<file path="src/design/saluc_pkg.sv">
// ----------------------------------------------------------------------------
// saluc_pkg: shared types and constants for the ALU condition-code block
// Operation codes, controller command and datapath status structs.
// ----------------------------------------------------------------------------
package saluc_pkg;

  typedef enum logic [3:0] {
    OP_AND  = 4'd0,
    OP_OR   = 4'd1,
    OP_XOR  = 4'd2,
    OP_UMUL = 4'd3,
    OP_SMUL = 4'd4,
    OP_ADD  = 4'd5,
    OP_SUB  = 4'd6,
    OP_UDIV = 4'd7,
    OP_SDIV = 4'd8
  } op_e;

  localparam int unsigned DIV_STEPS = 64;
  localparam int unsigned CNT_W     = $clog2(DIV_STEPS + 1);

  // controller -> datapath
  typedef struct packed {
    logic load;     // capture input item
    logic mul_step; // one multiply partial product
    logic div_step; // one quotient bit
    logic finish;   // form result and flags
  } cmd_t;

  // datapath -> controller
  typedef struct packed {
    logic is_mul;
    logic is_div;
    logic mul_last;
    logic div_last;
  } status_t;

endpackage

</file>
<file path="src/design/saluc_ctrl.sv">
// ----------------------------------------------------------------------------
// saluc_ctrl: sequencer for the ALU condition-code block
// Accepts an item, runs multiply or divide steps, presents the result.
// ----------------------------------------------------------------------------
module saluc_ctrl
  import saluc_pkg::*;
(
  input  logic    clk_i,
  input  logic    rst_ni,
  input  logic    in_valid_i,
  output logic    in_ready_o,
  output logic    out_valid_o,
  input  logic    out_ready_i,
  input  status_t status_i,
  output cmd_t    cmd_o
);

  typedef enum logic [2:0] {S_IDLE, S_MUL, S_DIV, S_FIN, S_OUT} state_e;
  state_e state_q;
  logic   loaded_q;
  logic   fin_ok;

  // a freshly loaded multiply or divide must run its steps before finishing
  assign fin_ok = !(loaded_q && (status_i.is_mul || status_i.is_div));

  assign in_ready_o  = (state_q == S_IDLE) || (state_q == S_OUT && out_ready_i);
  assign out_valid_o = (state_q == S_OUT);

  always_comb begin
    cmd_o = '0;
    cmd_o.load     = in_valid_i && in_ready_o;
    cmd_o.mul_step = (state_q == S_MUL);
    cmd_o.div_step = (state_q == S_DIV);
    cmd_o.finish   = (state_q == S_FIN) && fin_ok;
  end

  always_ff @(posedge clk_i or negedge rst_ni) begin
    if (!rst_ni) begin
      state_q  <= S_IDLE;
      loaded_q <= 1'b0;
    end else begin
      loaded_q <= cmd_o.load;
      case (state_q)
        S_IDLE: if (in_valid_i) state_q <= S_FIN;
        S_FIN: begin
          // the operation kind comes from the registered mode, known in the cycle after a load
          if (!fin_ok) state_q <= status_i.is_mul ? S_MUL : S_DIV;
          else         state_q <= S_OUT;
        end
        S_MUL:  if (status_i.mul_last) state_q <= S_FIN;
        S_DIV:  if (status_i.div_last) state_q <= S_FIN;
        S_OUT: begin
          if (out_ready_i) state_q <= in_valid_i ? S_FIN : S_IDLE;
        end
        default: state_q <= S_IDLE;
      endcase
    end
  end

endmodule

</file>
<file path="config.mk">
export PLATFORM = sky130hd
export DESIGN_NAME = saluc_ctrl
export DESIGN_NICKNAME = d
export VERILOG_FILES = /design/src/design/saluc_pkg.sv /design/src/design/saluc_ctrl.sv
export SDC_FILE = /design/constraint.sdc
export NUM_CORES = 1
export LEC_CHECK = 0
export ABC_AREA = 1
export CAP_MARGIN = 10
export CORE_AREA = 2 2 39 41
export DETAILED_ROUTE_END_ITERATION = 10
export DIE_AREA = 0 0 41 43
export DONT_BUFFER_PORTS = 1
export GPL_TIMING_DRIVEN = 0
export HOLD_SLACK_MARGIN = 0.08
export SLEW_MARGIN = 10
export SYNTH_ARGS = -nofsm -noshare
export SYNTH_HDL_FRONTEND = slang
export SYNTH_SLANG_ARGS = --single-unit
</file>
<file path="constraint.sdc">
create_clock -name clk_i -period 1.2 [get_ports clk_i]
set_input_delay 0.06 -clock clk_i [delete_from_list [all_inputs] [get_ports clk_i]]
set_output_delay 0.06 -clock clk_i [all_outputs]
set_load 0.005 [all_outputs]
</file>
==> run_results.csv <==
group,metric,value,unit
grt,grt_overflow_total,0,
sta,finClkSkew,0.00341,ns
floorplan,die-height,43,um
clock_network,numClockSinks,4,
grt,grt_pass1_vias,300,
clock_network,cts_tree,"done",
sta,period_share,94.7,%
pwr,vdd_drop_max,0.512,mV
sta,setup_tns,0,ns
sta,finalSetupViolations,0,
worst_setup_path,cp_max_fo,8,
worst_setup_path,criticalPathCategory,"reg2out",
layout,area_growth,30.4,%
placed_design,dpl.hpwl,577,um
placed_design,gp_congestion,0.691,
synthesis,syn_area,350,um2
synthesis,seq_area_frac_synth,28.6,%
worst_setup_path,cp.required,1.14,ns
synthesis,synthAdderAreaFrac,0,%
worst_setup_path,cp-start-kind,"register",
run_status,outcome,"finished, final reports clean",
floorplan,die_area,1760,um2
worst_setup_path,cp-end-kind,"output port",
synthesis,synth_top_family_by_area,"simple AND/OR/NAND/NOR gates",
synthesis,synthMuxAreaShare,0,%
clock_network,cts_setup_buffers,0,
layout,final_common_cell,"nand2_1",
placed_design,place_ws,0.0645,ns
synthesis,syn_area_per_cell,6.49,um2
clock_network,h-tree-depth,1,
pwr,p_leak,0.267,nW
layout,fillers,158,
route,route.detailed.drc,0,
synthesis,synth_nets,62,
floorplan,coreArea,1380,um2
worst_setup_path,path_buf_inv,2,
sta,fmax,0.880,GHz
placed_design,io_buffers,0,
route,ant_nets,0,
worst_setup_path,slowest_stage,"dfrtp_1",
synthesis,synth_compound_area_share,12.9,%
layout,fin_nets,72,
grt,grt_max_degree,9,
synthesis,synthDistinctLibCells,17,
layout,antenna_cells,0,
synthesis,synth_warnings,0,
placed_design,dp_cells,70,
layout,final_area,457,um2
sta,hold_violations,0,
layout,multi_input_area,204,um2
synthesis,synth.top_cell.area_share,28.6,%
sta,drv_slew,0,
route,dr_total_vias,347,
sta,final.setup.worst_slack,0.0634,ns
worst_hold_path,min_path_type,"in2async",
floorplan,die_x,41,um
route,vias_per_cell,4.45,
worst_setup_path,critical_path.top_delay_family,"flip-flops",
grt,grt_use_total,8.66,%
worst_setup_path,path_cells,"buf_6 -> nand2_2 -> inv_2 -> nor3_4",
layout,layout.area.seq,100,um2
route,wl,738,um
synthesis,synthCells,54,
clock_network,numCtsBuffers,3,
sta,fin_crit,1.14,ns
synthesis,synth-xor-area-share,0,%
route,drtIter0Drc,4,
worst_setup_path,critPathMaxStageDelay,0.36,ns
grt,antenna_found_initial,0,
floorplan,ios,14,
synthesis,synthSimpleGateAreaFrac,41.4,%
layout,mostFrequentLayoutCells,"14 x nand2_1, 9 x inv_1, 6 x nor2_1",
grt,grt_pass1_wl,1.02,mm
job,drv_cap,0,
floorplan,initial_core_util,25.3,%
clock_network,clk_pin_slew,0.04,ns
layout,drive_gt1_share,29.0,%
synthesis,synth.largest_area_cell,"dfrtp_1",
route,dr.pass1.iters,4,
route,wire_per_inst,9.46,um
synthesis,synth_seq_cells,4,
floorplan,row_count,14,
placed_design,postPlaceCellArea,370,um2
sta,worstMarginPinSlew,0.197,ns
worst_setup_path,cp.arrival,1.08,ns
worst_setup_path,regToRegSetupSlack,0.15,ns
sta,slew_headroom,86.8,%
clock_network,insertion_delay,0.23,ns
synthesis,synthTopCellsByArea,"dfrtp_1 29%, nand2_1 16%, inv_1 11%",
clock_network,cts_max_path_buffers,2,
layout,instances_no_fill,78,
clock_network,cts-root-buf,"clkbuf_4",
pwr,p_per_area,2230,nW/um2
[cell usage after synthesis]
| master | number |
|---|---|
| nor2_2 | 1 |
| nand2_1 | 15 |
| o21ai_0 | 1 |
| buf_6 | 1 |
| nor3_1 | 1 |
| a21o_2 | 1 |
| nor2_1 | 6 |
| o21bai_2 | 2 |
| o21ai_2 | 1 |
| inv_2 | 3 |
| dfrtp_1 | 4 |
| nand3b_1 | 1 |
| nand3_2 | 1 |
| nor2_4 | 1 |
| nand2_2 | 1 |
| inv_1 | 10 |
| nand3_1 | 4 |
[flip-flops by register name, summed over array words and instances, names as in the netlist]
register / count
state_q: 3
loaded_q: 1
[area by class of cell]
type / count / area share, %
buffer: 1 / 2.47
multi-input combinational: 36 / 44.7
timing repair buffer: 5 / 11.0
inverter: 13 / 10.7
sequential: 4 / 21.9
tap: 16 / 4.38
clock buffer: 3 / 4.93
[stage by stage]
| step | utilization, % | total power, mW | hold slack [ns] |
|---|---|---|---|
| 4_1_cts | 32.8 | 1.04 | 0.0924 |
| 6_report | 33.0 | 1.02 | 0.0947 |
| 3_3_place_gp | 26.8 | 0.816 | -0.236 |
| 3_5_place_dp | 26.8 | 0.828 | -0.236 |
| 5_1_grt | 33.0 | 1.13 | 0.105 |
| 2_1_floorplan | - | 0.737 | -0.236 |
[worst paths after layout]
path / cells past startpoint / endpoint / start
worst max-delay path: 4 / cmd_o[3] / state_q[2]
worst min-delay path: 1 / loaded_q / rst_ni
worst max register to register: 5 / state_q[0] / state_q[0]
worst min register to register: 3 / state_q[2] / loaded_q
max in group asynchronous: 1 / state_q[1] / rst_ni
min in group clk_i: 4 / state_q[0] / status_i[3]
[routing by layer]
metal | share of wire, % | global-route usage [%]
met4 | 0 | 2.00
met5 | 0 | 0
met2 | 47 | 14.4
met1 | 45 | 8.77
met3 | 8.3 | 5.24
[cell families after synthesis]
group	after synthesis
DFF	4
and+or+nand+nor	31
AOI/OAI and AO/OA	5
buffers and inverters	14
[worst register-to-register path: cells and delay by family (launching register included)]
| family | cells | cell delay [ns] |
|---|---|---|
| AND/OR/NAND/NOR | 2 | 0.19 |
| flip-flops | 1 | 0.41 |
| AO/OA/AOI/OAI | 2 | 0.25 |
| buffers and inverters | 1 | 0.13 |
[power breakdown]
part	internal, mW	switching [mW]
registers	0.195	0.0597
logic	0.239	0.362
clock network	0.112	0.0524
total	0.545	0.474
[timing repair]
item	CTS	global route
hold buffers	5	0
pin swaps	0	1
setup endpoints to repair	1	2
gates resized for setup	2	2
endpoints found under the hold margin	6	0
Note: power is estimated with default switching activity, not from simulation.
